===== src/cle_pkg.sv =====
`timescale 1ns / 1ps
// ----------------------------------------------------------------------------
// cle_pkg: shared types and constants
// Defaults, configuration register indexes and control structs used by the
// crack line / element edge intersection unit and its submodules.
// ----------------------------------------------------------------------------
package cle_pkg;

  localparam int COORD_BITS_DEF      = 24;
  localparam int RATIO_FRAC_BITS_DEF = 24;
  localparam int CFG_IDX_BITS        = 2;

  // Reset point of the crack tip, x in Q12.12 (one unit)
  localparam int TIP_X_RESET = 4096;

  typedef enum logic [CFG_IDX_BITS-1:0] {
    CFG_START_X = 2'd0,
    CFG_START_Y = 2'd1,
    CFG_TIP_X   = 2'd2,
    CFG_TIP_Y   = 2'd3
  } cfg_idx_t;

  typedef enum logic [1:0] {
    MAC_LOAD = 2'd0,
    MAC_ADD  = 2'd1,
    MAC_SUB  = 2'd2
  } mac_op_t;

  typedef struct packed {
    logic    valid;
    mac_op_t op;
  } mac_cmd_t;

  typedef struct packed {
    logic busy;
    logic done;
  } div_stat_t;

endpackage


===== src/cle_mac.sv =====
`timescale 1ns / 1ps
// ----------------------------------------------------------------------------
// cle_mac: shared multiply-accumulate unit
// Signed multiply with a registered product, then load/add/subtract into
// the accumulator in the following cycle.
// ----------------------------------------------------------------------------
module cle_mac #(
  parameter int MW = cle_pkg::COORD_BITS_DEF + 2
) (
  input  logic                     clk,
  input  logic                     rst_n,
  input  cle_pkg::mac_cmd_t        cmd,
  input  logic signed [MW-1:0]     op_a,
  input  logic signed [MW-1:0]     op_b,
  output logic signed [2*MW-1:0]   acc
);
  import cle_pkg::*;

  logic signed [2*MW-1:0] prod_r;
  logic signed [2*MW-1:0] acc_r;
  mac_cmd_t               cmd_r;

  always_ff @(posedge clk) begin
    if (!rst_n) begin
      cmd_r <= '0;
    end else begin
      cmd_r <= cmd;
    end
  end

  always_ff @(posedge clk) begin
    prod_r <= op_a * op_b;
    if (cmd_r.valid) begin
      case (cmd_r.op)
        MAC_LOAD: acc_r <= prod_r;
        MAC_ADD:  acc_r <= acc_r + prod_r;
        MAC_SUB:  acc_r <= acc_r - prod_r;
        default:  acc_r <= acc_r;
      endcase
    end
  end

  assign acc = acc_r;

endmodule


===== config.mk =====
export PLATFORM = sky130hd
export DESIGN_NAME = cle_mac
export DESIGN_NICKNAME = d
export VERILOG_FILES = /design/src/cle_pkg.sv /design/src/cle_mac.sv
export SDC_FILE = /design/constraint.sdc
export NUM_CORES = 2
export LEC_CHECK = 0
export BUFFER_PORTS_ARGS = -buffer_cell sky130_fd_sc_hd__buf_2
export CORE_MARGIN = 2
export CORE_UTILIZATION = 58
export DETAILED_ROUTE_END_ITERATION = 8
export GPL_TIMING_DRIVEN = 0
export PLACE_DENSITY = 0.75
export SLEW_MARGIN = 20
export SYNTH_ARGS = -nofsm -noshare
export SYNTH_HDL_FRONTEND = slang
export SYNTH_SLANG_ARGS = --single-unit

===== constraint.sdc =====
create_clock -name clk -period 14.4 [get_ports clk]
set_input_delay 1.44 -clock clk [delete_from_list [all_inputs] [get_ports clk]]
set_output_delay 1.44 -clock clk [all_outputs]
set_load 0.01 [all_outputs]

# Word level (Yosys, flattened, before mapping)
# Cells that the tools add are included.
# Widths: inputs -> output; s select.
[op_classes]
addsub = 2
n_mux = 1
multipliers = 1
n_eq_ne = 2
n_reduce_logical = 3
[op_table]
columns = ["operator", "count"]
rows = [
  ["$pmux 52 s3", 1],
  ["$add 52x52->52", 1],
  ["$mul 26x26->52", 1],
  ["$sub 52x52->52", 1],
  ["$reduce_bool 3->1", 1],
  ["$eq 2x1->1 const B", 1],
  ["$eq 2x2->1 const B", 1],
  ["$logic_not 2->1", 1],
  ["$reduce_and 2->1", 1],
]
[totals]
regBits = 107
input_bits = 57
out_inout_bits = 52

# Depth between registers and ports, before layout
[logic_depth]
word_depth = 3
ltp_mapped = 28
mapped_depth_nobuf = 26

# Worst setup path after synthesis
# OpenSTA, ideal clock, no wires.
[synth_path]
path_type = "in2reg"
start = "input port op_b[2]"
end = "register prod_r[49]"
path_slack_ns = 6.242
path_stages = 26
arrival_ns = 8.022
setup_time_ns = 0.136
required_ns = 14.264
cell_sequence = "clkbuf_1 -> clkbuf_1 -> nand2_1 -> fa_1 -> inv_1 -> fa_1 -> inv_1 -> fa_1 -> fa_1 -> inv_1 -> fa_1 -> fa_1 -> inv_1 -> fa_1 -> inv_1 -> ha_1 -> a21o_1 -> a21o_1 -> a21o_1 -> a211oi_1 -> o21ai_0 -> a211oi_1 -> a21oi_1 -> a221oi_1 -> o41ai_1 -> xor2_1"
[synth_between]
elab_chain_len = 1
[synth_lines]
columns = ["item", "line", "rtl"]
rows = [
  ["start: declaration", "cle_mac.sv:14", "input logic signed [MW-1:0] op_b,"],
  ["$mul 26x26->52", "cle_mac.sv:32", "prod_r <= op_a * op_b;"],
  ["end signal: assignment", "cle_mac.sv:32", ""],
  ["end: declaration", "cle_mac.sv:19", "logic signed [2*MW-1:0] prod_r;"],
]
# Every way passes these cells.
# A chain may end at the register's enable or synchronous reset.

# Final worst setup path
[layout_path]
start = "input port op_b[2]"
end = "register prod_r[51]"
# The elaborated chain is that of the path after synthesis.

==> implementation parameters <==
Parameter                              Value

Worst setup path
  Reg-to-reg setup timing slack ... 8.06 ns
  Capturing element type of the critical path ... flop
  Endpoint arrival time on the critical path ... 10.07 ns
  Crit Reg-Reg Startpoint ... prod_r[6]$_DFF_P_
  Count of cells along the worst register-to-register path ... 19
  Worst reg2reg path endpoint ... acc[51]$_DFFE_PP_
  Worst path bufs/invs ... 5
  Path type of the worst setup path ... input port to flop
  Master of the slowest instance on the critical path ... a211oi_1
  Ordered cell list for the critical path ... clkbuf_1, clkbuf_1, nand2_1, fa_1, fa_1, inv_1, fa_1, ha_1, fa_1, inv_1, fa_1, fa_1, inv_1, ha_1, a21o_1, a21o_1, a21o_1, a41oi_1, a2111oi_0, a211oi_1, o22ai_1, o21ai_0, mux2i_1, nor4b_1
  Critical path required time ... 14.66 ns
  Peak fanout along the critical path ... 10
  Launching element type of the critical path ... input port
  CP peak stage delay ... 0.73 ns
  Top cell family by delay on the critical path ... adder cells
  Stages on the worst setup path ... 24
  Dominant cell type by count on the critical path ... fa_1

CTS
  Cts repair resizes ... 0
  Root buffer selected by CTS ... clkbuf_16
  H-tree depth ... 3
  Setup bufs post-CTS ... 0
  Total CTS buffers ... 9
  Hold buffers post-CTS ... 0
  Clk buf depth ... 2
  Clk pin slew, worst setup/hold paths ... 0.09 ns
  Number of clock sinks ... 107
  CTS tree ... built
  Insertion delay to the later sink of the worst-skew pair ... 0.39 ns

Finish
  Fraction of layout cells with a size suffix above 1 ... 4.15%
  Most frequent cells in the layout ... 766 x inv_1, 711 x fa_1, 469 x nand2_1, 296 x and2_1, 200 x ha_1
  Leading cell type in the layout, fill and taps excluded ... inv_1
  Nets ... 4,575
  Area added between synthesis and finish ... 5.49%
  Area taken by multi-input logic gates ... 25,500 um^2
  Number of fill cells ... 4,689
  Area taken by flip-flops and latches ... 2660 um^2

Synthesis
  Synthesized Nets ... 4,463
  Prevailing post-synth register cell ... dfxtp_1
  Cell area after technology mapping ... 31,600 um^2
  Mean area per synthesized cell ... 9.05 um^2
  Synthesis warning total ... 0
  Share of synthesized flip-flops with an asynchronous set or reset ... 0%
  Total of flip-flops plus latches after synthesis ... 107
  Post-Syn Instances ... 3,495
  Number of enable flip-flop cells after synthesis ... 52
  Post-synth cell types ... 69
  Proportion of synthesized chip area in sequential cells ... 8.42%

Route
  Remaining number of nets flagged by the antenna check after routing ... 0
  Remaining DRCs ... 0
  Count of routing violations after the opening detailed-route iteration ... 1,909
  Number of search-and-repair iterations in the first detailed-routing pass ... 6
  Overall routed net length ... 95.4 mm
  Post-DR vias/cell ... 5.74
  Detail-routed net length per standard cell ... 22.1 um
  Via count ... 24,770

Global routing
  Number of antenna violations at the first check in global routing ... 8
  GRT Residual Overflow ... 0
  Vias in the first global route ... 25,654
  Wire length of the first global-routing pass ... 148 mm
  Pin count of the biggest net entering global routing ... 27
  GRT Total Usage ... 35.4%

STA
  Fmax ... 0.102 GHz
  Slew Limit Headroom ... 26.5%
  Aggregate negative setup slack ... 0 ns
  Number of pins with negative max-slew slack in the final report ... 0
  Smallest hold slack ... 0.598 ns
  Transition at the pin with the smallest max-transition slack ... 1.10 ns
  Final-report hold violation count ... 0
  Skew final ... 0.0185 ns
  Setup repair after global routing missed its margin ... false
  Final critical-path share of the clock period ... 68.2%
  Crit path time final ... 9.81 ns
  Number of setup violations in the final report ... 0

Worst hold path
  Sink of the worst hold path ... acc[50]$_DFFE_PP_
  Type of the tightest min-delay check ... flop to flop
  Hold_sp ... prod_r[50]$_DFF_P_
  Hold Path Cell Cnt ... 2

Floorplan
  Width of the die ... 238 um
  Core Region ... 53,900 um^2
  Starting Density ... 58.7%
  Total number of placement rows ... 85
  Die Y-Extent ... 238 um
  Die area ... 56,400 um^2
  I/O pin cnt ... 109

Place
  Routability congestion estimate ... 1.07
  Detailed placer's ending HPWL ... 78.9 mm
  Port-buffer cells ... 99

Status
  Run status ... complete, no violations

Flow run
  Number of maximum-capacitance violations ... 0
==> worst min-delay path: cells and delay by family, from the launching register on <==
family	cells	cell delay, ns
flops	1	0.37
compound gates	1	0.07
simple gates	1	0.05
==> cells by family after synthesis <==
kind of cell               synth area share [%]
AOI/OAI and AO/OA                          7.62
muxes                                     0.131
xor gates and xnor gates                   4.18
buffers and inverters                      11.0
DFF                                        8.42
adders and majority gates                  52.9
and+or+nand+nor                            15.8
==> registers in the layout (all words and copies together), names as in the netlist <==
register	cells
cmd_r	3
prod_r	52
acc	52
==> cell usage after synthesis (3+ instances only) <==
| library cell | instances | area (um^2) |
|---|---|---|
| a211oi_1 | 8 | 60.1 |
| a21boi_0 | 4 | 30.0 |
| a21o_1 | 56 | 420 |
| a21oi_1 | 113 | 566 |
| a221oi_1 | 8 | 70.1 |
| a31o_2 | 7 | 61.3 |
| a31oi_1 | 8 | 50.1 |
| and2_1 | 296 | 1850 |
| and3_1 | 14 | 87.6 |
| clkbuf_1 | 146 | 548 |
| dfxtp_1 | 55 | 1100 |
| edfxtp_1 | 52 | 1560 |
| fa_1 | 711 | 14200 |
| ha_1 | 200 | 2500 |
| inv_1 | 766 | 2880 |
| mux2i_1 | 3 | 30.0 |
| nand2_1 | 469 | 1760 |
| nand2b_1 | 14 | 87.6 |
| nand3_1 | 19 | 95.1 |
| nand4_1 | 16 | 100 |
| nor2_1 | 94 | 353 |
| nor2b_1 | 10 | 62.6 |
| nor3_1 | 28 | 140 |
| nor3b_1 | 9 | 67.6 |
| nor4_1 | 8 | 50.1 |
| nor4b_1 | 4 | 35.0 |
| o2111ai_1 | 5 | 43.8 |
| o211ai_1 | 13 | 97.6 |
| o21a_1 | 13 | 97.6 |
| o21ai_0 | 92 | 460 |
| o21bai_1 | 21 | 158 |
| o31ai_1 | 11 | 82.6 |
| or2_2 | 10 | 62.6 |
| or3_1 | 8 | 50.1 |
| or4_1 | 8 | 60.1 |
| or4_4 | 3 | 33.8 |
| xnor2_1 | 111 | 972 |
| xor2_1 | 40 | 350 |
==> metal layers <==
metal  up-vias  part of all wire [%]  track usage (%)
li1      10790                     -                -
met1     12216                    38             45.0
met2      1470                    43             52.9
met3       292                    14             14.4
met4         2                   5.8             17.0
met5         -                 0.019                0
==> cell type report <==
cell class / count / share of cell area (%)
clock buffer: 9 / 0.675
buffer: 153 / 1.80
sequential: 107 / 7.98
inverter: 766 / 8.62
antenna: 7 / 0.0525
clock inverter: 7 / 0.214
timing repair buffer: 101 / 1.63
tap: 696 / 2.61
multi-input combinational: 2469 / 76.4
==> metrics by stage <==
| stage | cell area, um^2 | setup slack, ns | util (%) | cells |
|---|---|---|---|---|
| 2_1_floorplan | 31600 | 6.24 | - | 3495 |
| 3_3_place_gp | 33000 | 4.35 | 61.2 | 4290 |
| 3_5_place_dp | 33100 | 4.38 | 61.3 | 4292 |
| 4_1_cts | 33400 | 4.77 | 61.9 | 4308 |
| 5_1_grt | 33400 | 4.44 | 61.9 | 4311 |
| 6_report | 33400 | 4.59 | 61.9 | 4315 |
==> worst max-delay path by stage <==
| stage | start | endpoint | slack, ns |
|---|---|---|---|
| floorplan | op_b[2] | prod_r[49]$_DFF_P_ | 6.24 |
| global placement | op_b[2] | prod_r[51]$_DFF_P_ | 4.35 |
| detailed placement | op_b[2] | prod_r[51]$_DFF_P_ | 4.38 |
| CTS | op_b[2] | prod_r[51]$_DFF_P_ | 4.77 |
| global route | op_b[2] | prod_r[51]$_DFF_P_ | 4.44 |
| finish | op_b[2] | prod_r[51]$_DFF_P_ | 4.59 |
Power is not shown: default switching activity piles up to over one toggle a cycle in this logic, so the estimate is an artifact.
