$ cat src/cle_pkg.sv
`timescale 1ns / 1ps
// ----------------------------------------------------------------------------
// cle_pkg: shared types and constants
// Defaults, configuration register indexes and control structs used by the
// crack line / element edge intersection unit and its submodules.
// ----------------------------------------------------------------------------
package cle_pkg;

  localparam int COORD_BITS_DEF      = 24;
  localparam int RATIO_FRAC_BITS_DEF = 24;
  localparam int CFG_IDX_BITS        = 2;

  // Reset point of the crack tip, x in Q12.12 (one unit)
  localparam int TIP_X_RESET = 4096;

  typedef enum logic [CFG_IDX_BITS-1:0] {
    CFG_START_X = 2'd0,
    CFG_START_Y = 2'd1,
    CFG_TIP_X   = 2'd2,
    CFG_TIP_Y   = 2'd3
  } cfg_idx_t;

  typedef enum logic [1:0] {
    MAC_LOAD = 2'd0,
    MAC_ADD  = 2'd1,
    MAC_SUB  = 2'd2
  } mac_op_t;

  typedef struct packed {
    logic    valid;
    mac_op_t op;
  } mac_cmd_t;

  typedef struct packed {
    logic busy;
    logic done;
  } div_stat_t;

endpackage

$ cat src/cle_divider.sv
`timescale 1ns / 1ps
// ----------------------------------------------------------------------------
// cle_divider: serial ratio divider
// Restoring division num * 2^F / den, one quotient bit a cycle, then one
// rounding step (nearest, ties up). Requires num < den.
// ----------------------------------------------------------------------------
module cle_divider #(
  parameter int NW = 2 * cle_pkg::COORD_BITS_DEF + 4,
  parameter int F  = cle_pkg::RATIO_FRAC_BITS_DEF
) (
  input  logic                 clk,
  input  logic                 rst_n,
  input  logic                 start,
  input  logic [NW-1:0]        num,
  input  logic [NW:0]          den,
  output logic [F:0]           quot,
  output cle_pkg::div_stat_t   stat
);
  import cle_pkg::*;

  localparam int CW = $clog2(F + 1);

  logic [NW+1:0] rem_r;
  logic [NW:0]   den_r;
  logic [F:0]    q_r;
  logic [CW-1:0] cnt_r;
  logic          busy_r;
  logic          done_r;
  logic [NW+1:0] rem_sh;
  logic          ge;

  assign rem_sh = {rem_r[NW:0], 1'b0};
  assign ge     = rem_sh >= {1'b0, den_r};

  always_ff @(posedge clk) begin
    if (!rst_n) begin
      busy_r <= 1'b0;
      done_r <= 1'b0;
      cnt_r  <= '0;
    end else begin
      done_r <= 1'b0;
      if (start) begin
        busy_r <= 1'b1;
        cnt_r  <= '0;
        rem_r  <= {2'b00, num};
        den_r  <= den;
        q_r    <= '0;
      end else if (busy_r) begin
        if (cnt_r == CW'(F)) begin
          // rounding step
          if (ge) q_r <= q_r + 1'b1;
          busy_r <= 1'b0;
          done_r <= 1'b1;
        end else begin
          q_r   <= {q_r[F-1:0], ge};
          rem_r <= ge ? rem_sh - {1'b0, den_r} : rem_sh;
          cnt_r <= cnt_r + 1'b1;
        end
      end
    end
  end

  assign quot      = q_r;
  assign stat.busy = busy_r;
  assign stat.done = done_r;

endmodule

$ cat config.mk
export PLATFORM = sky130hd
export DESIGN_NAME = cle_divider
export DESIGN_NICKNAME = d
export VERILOG_FILES = /design/src/cle_pkg.sv /design/src/cle_divider.sv
export SDC_FILE = /design/constraint.sdc
export NUM_CORES = 1
export LEC_CHECK = 0
export BUFFER_PORTS_ARGS = -buffer_cell sky130_fd_sc_hd__buf_2
export CORE_MARGIN = 4
export CORE_UTILIZATION = 63
export DETAILED_ROUTE_END_ITERATION = 12
export GPL_TIMING_DRIVEN = 0
export HOLD_SLACK_MARGIN = 0.15
export PLACE_DENSITY = 0.93
export SLEW_MARGIN = 0
export SYNTH_ARGS = -nofsm -noshare
export SYNTH_HDL_FRONTEND = slang
export SYNTH_SLANG_ARGS = --single-unit
$ cat constraint.sdc
create_clock -name clk -period 16.7 [get_ports clk]
set_clock_uncertainty 0.15 [all_clocks]
set_input_delay 2.505 -clock clk [delete_from_list [all_inputs] [get_ports clk]]
set_output_delay 2.505 -clock clk [all_outputs]
set_load 0.005 [all_outputs]
After elaboration in Yosys (flattened, before gate mapping)
Index checks and enable logic that the tools add are counted.
Cells by class
  $add $sub $neg: 3
  $lt $le $gt $ge: 1
  equality and inequality tests: 3
  multiplexer cells: 11
  bitwise gates (word level): 3
  reductions and logical operators: 7
Operators with widths (number)
  two-way mux 53 bit: 3
  two-way mux 25 bit: 3
  >= comparator 54 x 53 -> 1 bit: 1
  subtractor 53 bit: 1
  two-way mux 52 bit: 1
  adder 25 x 1 -> 25 bit, second input constant: 1
  AND reduction 3 bit: 2
  adder 5 x 1 -> 5 bit, second input constant: 1
  == test 5 bit, second input constant: 1
  two-way mux 1 bit: 4
  AND reduction 2 bit: 2
  != test 3 bit, second input constant: 1
  NOT 1 bit: 3
  OR reduction 3 bit: 1
  != test 2 bit, second input constant: 1
  nonzero test 2 bit: 1
  OR reduction 2 bit: 1
Storage, ports and cells
  register bits after elaboration: 138
  logic and storage cells: 35

Logic depth before layout (Yosys ltp)
Gate-level depths: netlist of the first run.
  word-level depth: 5
  mapped depth: 15
  depth with buffers taken out: 13

Worst setup path after synthesis of the first run
Ideal clock, no wire load.
  path kind: input to register
  start point: in start
  end point: reg q_r[0] (netlist: quot[0]), enable pin
  setup time: 0.412 ns
  arrival: 6.504 ns
  required time: 16.138 ns
  slack: 9.634 ns
  stages on the path: 4
  path through: clkbuf_1 > and2_1 > o21bai_1 > o21bai_1
On the way
  cells in the longest elaborated chain, start to end: 2
  elaborated cells on any way between the ends: 3
  classes of those cells: eq/ne: 1; reduce/logical: 2
Ends and longest elaborated chain
  from (decl): RTL line cle_divider.sv:13  | input logic start,
  != test 3 bit (no line) / nonzero test 2 bit (equally long branches)
  AND reduction 3 bit (no line) *
  to (signal assigned): RTL line cle_divider.sv:51  | if (ge) q_r <= q_r + 1'b1;
  to (signal assigned): RTL line cle_divider.sv:55  | q_r <= {q_r[F-1:0], ge};
  to (decl): RTL line cle_divider.sv:25  | logic [F:0] q_r;
Mark *: on every way between the ends. The rest lies on a longest branch, timed or not.
A chain may end at the register's enable or synchronous reset.

Worst setup path after layout of the first run
  start point: in start
  end point: reg q_r[2] (netlist: quot[2]), enable pin
The elaborated chain is that of the path after synthesis.

==> impl_metrics.toml, run 1 <==
[status]
outcome = "finished clean"

[worst_setup_path]
cpPeakStageDelay_ns = 0.74
crit_path_start = "start"
path_max_fanout = 30
startpoint_type = "input pin"
path_class = "input pin to register"
r2r_slack_ns = 11.94
crit_slowest_cell = "and2_2"
rr_endpoint = "quot[2]"
worstPathRequired_ns = 16.69
rr_startpoint = "rem_r[13]"
crit_family = "buffers and inverters"
cp_cell_sequence = "clkbuf_1, and2_2, buf_12, o21bai_4, o21bai_2, buf_8"
arrival_ns = 5.12
end_kind = "register"
ff2ff_path_depth = 13
cp.buffers_inverters = 3

[placed_design]
dp_slack_ns = 11.11
dp_cells = 1309
hpwl_um = 19260
postPlaceCellArea_sq_um = 10270
portBuffers = 133
place_congestion = 0.9550

[layout]
antenna_cells = 0
area_growth_pct = 16.60
final_cell_mix = "buf_2, edfxtp_1, a21oi_1"
fin_cells = 1339
final_util_pct = 74.96
final_common_cell = "buf_2"
nets = 1309
stdcell_area_sq_um = 10850
drive_gt1_share_pct = 17.23

[clocking]
cts_max_level = 4
clockBufferDepth = 2
clock-sinks = 138
worst_skew_pair.late_latency_ns = 0.44
clk_pin_slew_ns = 0.06
postCtsSetupBuffers = 0
ctsResizeCount = 0
numCtsBuffers = 17
cts-root-buf = "clkbuf_16"
cts_hold_buf = 0
cts_tree = "done"

[floorplan]
fp.dieH_um = 129.6
die_area_sq_um = 16780
floorplan.initialDensity_pct = 64.28
core_sq_um = 14480
top_level_ports = 135
die_w_um = 129.6
num_rows = 44

[route]
routed_wl_um = 26750
via_count = 8654
drc_errors = 0
drtAntennaViolNets = 0
vias_per_cell = 6.463
dr.pass1.iters = 11
drt_iter0_drc = 1082
wl_per_cell_um = 19.98

[grt]
antenna_found_initial = 0
grt_max_degree = 31
grt_busiest_layer = "met2"
grt_remaining_overflow = 0
grtUsageMet3_pct = 7.337
grtUsageMet1_pct = 40.19
grt_pass1_wl_um = 41460
grt_pass1_vias = 8392
grtUsageMet2_pct = 51.92
grt_use_total_pct = 31.96

[sta]
fmax_mhz = 194.7
hold_violations = 0
tns_ns = 0
finalMaxSlewViolations = 0
setup_viol = 0
relSlewSlack_pct = 40.45
tightest_slew_ns = 0.8909
fin_hold_ws_ns = 0.3659
rsz0062_at_grt = "false"
period_share_pct = 30.76
min_period_ns = 5.136
setup_ws_ns = 11.56

[min_path]
hold_depth = 2
worstHoldEndpoint = "cnt_r[1]"
min-delay-start = "cnt_r[1]"
worstHoldPathType = "register to register"

[yosys]
synth_edf_count = 131
ys_async_sr_fraction_pct = 0
synth-warning-count = 0
syn_nets = 1154
synth.distinct_cells = 67
synth_top_flop_cell = "edfxtp_1"
syn_inst = 989
avgSynthCellArea_sq_um = 9.411
seq_area_frac_synth_pct = 43.77
syn-cell-area_sq_um = 9308
ys_seq_elements = 138

[pwr]
seqPwrFrac_pct = 36.2
total_power_mw = 1.271
p_leak_nw = 4.474
irDropWorstVdd_mv = 0.1269
p_sw_share_pct = 34.90
combinationalPowerShare_pct = 33.5
powerDensity_nw_per_um2 = 117.1
p_int_uw = 827.3
clock_power_share_pct = 30.3
switchingPower_uw = 443.5

[run]
drv_cap = 0
==> area by class of cell <==
cell class	count	area, sq um
clock inverters	13	152.6
plain buffers	49	215.2
clock buffers	17	425.4
repair buffers	136	720.7
fillers	1036	3626
well taps	184	230.2
flip-flops and latches	138	4074
inverters	85	319.1
multi-input cells	717	4716
==> state kept, by name (all words and copies together) (netlist names) <==
register / count
busy_r: 1
done_r: 1
cnt_r: 5
den_r: 53
rem_r: 53
quot: 25
==> cells by family after synthesis <==
family / count (synthesis) / synth area share (%)
DFF: 138 / 43.77
buffers and inverters: 134 / 5.740
and+or+nand+nor: 294 / 15.31
xor gates and xnor gates: 57 / 5.364
adders and majority gates: 57 / 7.743
AOI/OAI and AO/OA: 303 / 21.37
muxes: 6 / 0.6990
==> routing by layer <==
metal  vias to the layer above  wire [um]
li1                       3949          -
met1                      4037      10320
met2                       543      12500
met3                       125       2674
met4                         0       1254
met5                         -          0
==> worst register-to-register path, cell delays in order, from the launching register on <==
cell	delay, ns
edfxtp_1	0.40
ha_1	0.31
buf_2	0.17
nand4_1	0.14
or3_1	0.46
a211o_1	0.30
a311oi_2	0.38
o21ai_2	0.13
a2111oi_4	0.40
o31ai_2	0.19
buf_6	0.18
clkbuf_1	0.36
o21bai_2	0.63
buf_8	0.25
==> how the worst max path moves through the flow <==
stage,end,slack [ns],cells past startpoint
final,quot[2],11.56,6
after detailed placement,quot[6],11.11,6
after CTS,quot[2],11.57,6
after global placement,quot[5],7.63,4
after global routing,quot[2],11.47,6
after floorplan,quot[0],9.63,4
==> power by group through the flow <==
stage / sequential (mW) / combinational, mW / clock [mW]
after floorplan: 0.459 / 0.294 / 0
after global placement: 0.465 / 0.393 / 0
after detailed placement: 0.465 / 0.409 / 0
after CTS: 0.459 / 0.415 / 0.382
after global routing: 0.463 / 0.463 / 0.397
final: 0.460 / 0.426 / 0.385
==> Yosys cell counts, types with 8 or more instances <==
| library cell | count | area share, % |
|---|---|---|
| o211ai_1 | 8 | 0.65 |
| nand3b_1 | 13 | 1.0 |
| nand4_1 | 19 | 1.3 |
| a21oi_1 | 101 | 5.4 |
| clkbuf_1 | 38 | 1.5 |
| and2_1 | 8 | 0.54 |
| xnor2_1 | 28 | 2.6 |
| inv_1 | 85 | 3.4 |
| edfxtp_1 | 131 | 42 |
| ha_1 | 56 | 7.5 |
| o21ai_0 | 45 | 2.4 |
| o311ai_0 | 11 | 1.0 |
| a21o_1 | 26 | 2.1 |
| nand2_1 | 92 | 3.7 |
| nor2b_1 | 9 | 0.60 |
| nor3_1 | 12 | 0.65 |
| xor2_1 | 29 | 2.7 |
| o21bai_1 | 12 | 0.97 |
| a211oi_1 | 36 | 2.9 |
| nor2_1 | 77 | 3.1 |
| nand3_1 | 26 | 1.4 |
No activity file was read; power rests on OpenSTA's default activity.
==> run 2, diff against run 1 <==
--- a/config.mk
+++ b/config.mk
@@ -7,11 +7,11 @@
 export LEC_CHECK = 0
 export BUFFER_PORTS_ARGS = -buffer_cell sky130_fd_sc_hd__buf_2
 export CORE_MARGIN = 4
-export CORE_UTILIZATION = 63
+export CORE_UTILIZATION = 53
 export DETAILED_ROUTE_END_ITERATION = 12
 export GPL_TIMING_DRIVEN = 0
 export HOLD_SLACK_MARGIN = 0.15
-export PLACE_DENSITY = 0.93
+export PLACE_DENSITY = 0.84
 export SLEW_MARGIN = 0
 export SYNTH_ARGS = -nofsm -noshare
 export SYNTH_HDL_FRONTEND = slang
==> constraint.sdc (replaced) <==
create_clock -name clk -period 4.5 [get_ports clk]
set_clock_uncertainty 0.15 [all_clocks]
set_input_delay 0.675 -clock clk [delete_from_list [all_inputs] [get_ports clk]]
set_output_delay 0.675 -clock clk [all_outputs]
set_load 0.005 [all_outputs]
==> run 2 against run 1 <==
First-iteration DRC count fell by 4.4%. Design area increased by 0.76%. Sequential power increased to 3.7 times the previous value. Combinational power rose to 3.7 times the previous value. Clock power rose to 3.6 times the previous value. Critical endpoint is now quot[3]. Largest cell class unchanged. Largest power group unchanged.
==> impl_metrics.toml, run 2 (synthesized netlist as in run 1, its figures left out) <==
[sta]
fmax_mhz = 237.6
relSlewSlack_pct = 39.15
rsz0062_at_grt = "false"
tightest_slew_ns = 0.9104
setup_viol = 0
finalMaxSlewViolations = 0
period_share_pct = 93.55
fin_hold_ws_ns = 0.2639
hold_violations = 0
min_period_ns = 4.210

[floorplan]
die_area_sq_um = 19750
fp.dieH_um = 140.5
floorplan.initialDensity_pct = 54.00
num_rows = 48
core_sq_um = 17240
top_level_ports = 135
die_w_um = 140.5

[pwr]
p_int_mw = 3.030
clock_power_share_pct = 29.8
total_power_mw = 4.687
combinationalPowerShare_pct = 33.9
seqPwrFrac_pct = 36.3
switchingPower_mw = 1.657
irDropWorstVdd_mv = 0.2687
p_leak_nw = 4.478
powerDensity_nw_per_um2 = 428.6
p_sw_share_pct = 35.35

[worst_setup_path]
rr_endpoint = "quot[3]"
ff2ff_path_depth = 13
cp_cell_sequence = "ha_1, buf_2, nand4_1, or3_1, a211o_1, a311oi_2, o21ai_2, a2111oi_4, o31ai_2, buf_6, clkbuf_2, o21bai_4, buf_12"
path_class = "register to register"
worstPathRequired_ns = 4.49
crit_slowest_cell = "or3_1"
cpPeakStageDelay_ns = 0.46
cp.buffers_inverters = 4
arrival_ns = 4.20
path_max_fanout = 13
r2r_slack_ns = 0.29
startpoint_type = "register"
crit_family = "compound AO/OA/AOI/OAI gates"
end_kind = "register"
rr_startpoint = "rem_r[13]"

[route]
drtAntennaViolNets = 0
drc_errors = 0
wl_per_cell_um = 19.27
dr.pass1.iters = 5
routed_wl_um = 26650
via_count = 8427
vias_per_cell = 6.093
drt_iter0_drc = 1034

[grt]
antenna_found_initial = 0
grt_pass1_vias = 8041
grt_pass1_wl_um = 41720
grt_use_total_pct = 26.67
grt_remaining_overflow = 0
grt_max_degree = 56

[layout]
final_common_cell = "buf_2"
antenna_cells = 0
area_growth_pct = 17.49
fillers = 1410
fin_cells = 1383
regArea_sq_um = 4074
drive_gt1_share_pct = 17.53
multi_input_area_sq_um = 4743
nets = 1310
final_cell_mix = "buf_2, edfxtp_1, a21oi_1"

[min_path]
worstHoldPathType = "input pin to register"
worstHoldEndpoint = "den_r[35]"
min-delay-start = "den[35]"
hold_depth = 1

[clocking]
numCtsBuffers = 17
clk_pin_slew_ns = 0.06
cts-root-buf = "clkbuf_16"
clock-sinks = 138
clockBufferDepth = 2
cts_tree = "done"
worst_skew_pair.late_latency_ns = 0.43
cts_max_level = 4
cts_hold_buf = 0

[status]
outcome = "finished clean"

[placed_design]
place_congestion = 0.9510
hpwl_um = 18980
dp_cells = 1348
portBuffers = 133

[run]
drv_cap = 0
-- run 2: changes by cell type in the layout (fill, tap and decap cells not counted), sizes merged --
cell / before / now
clkinvlp: 3 / 5
o21bai: 13 / 14
bufinv: 3 / 2
clkinv: 5 / 6
-- run 2: how the worst max path moves through the flow --
stage          startpoint       end  slack [ns]  cells after the start
6_report        rem_r[13]   quot[3]        0.29                     13
5_1_grt         rem_r[13]  quot[19]        0.07                     13
2_1_floorplan   rem_r[13]   quot[0]        0.45                     12
3_3_place_gp    rem_r[12]   quot[5]       -0.50                     12
3_5_place_dp    rem_r[13]   quot[5]       -0.54                     12
4_1_cts         rem_r[13]   quot[3]        0.04                     12
-- run 2: metrics by stage --
step	setup WS (ns)	utilization (%)	TNS (ns)	cell area, sq um
2_1_floorplan	0.4543	-	0	9316
3_3_place_gp	-0.5010	59.55	-12.51	10260
3_5_place_dp	-0.5353	59.71	-13.35	10290
4_1_cts	0.04122	63.20	0	10890
5_1_grt	0.07140	63.44	0	10940
6_report	0.2905	63.44	0	10940
-- run 2: per-layer routing --
metal / up-vias / wire length [um] / track usage (%)
met4: 0 / 916 / 11.01
met1: 3976 / 10980 / 35.56
met3: 64 / 2243 / 4.780
met5: - / 0 / 0
met2: 436 / 12520 / 43.07
li1: 3951 / - / -
-- run 2: power groups by stage --
stage | registers, mW | clock network [mW] | logic [mW]
3_3_place_gp | 1.72 | 0 | 1.48
3_5_place_dp | 1.72 | 0 | 1.52
6_report | 1.70 | 1.40 | 1.59
2_1_floorplan | 1.70 | 0 | 1.09
4_1_cts | 1.70 | 1.40 | 1.54
5_1_grt | 1.72 | 1.48 | 1.73
-- run 2: area by class of cell --
cell class | count | share of cell area [%]
Multi-Input combinational cell | 718 | 43.38
Sequential cell | 138 | 37.25
Timing Repair Buffer | 136 | 6.636
Clock buffer | 17 | 3.890
Inverter | 85 | 2.918
Tap cell | 225 | 2.574
Buffer | 49 | 1.979
Clock inverter | 15 | 1.373
-- run 2: repair_timing --
action                     CTS  global route
cloned                       1             0
hold endpoints to repair     0             0
setup endpoints to repair   25            26
pin swaps                    1             2
buffers inserted             0             2
gates resized for setup      2             3
-- run 2: worst register-to-register path: cells and delay by family (launching register included) --
family | cells | cell delay (ns)
simple gates | 2 | 0.60
buf+inv | 4 | 0.81
flops | 1 | 0.40
compound gates | 6 | 1.66
fa+ha+maj | 1 | 0.30
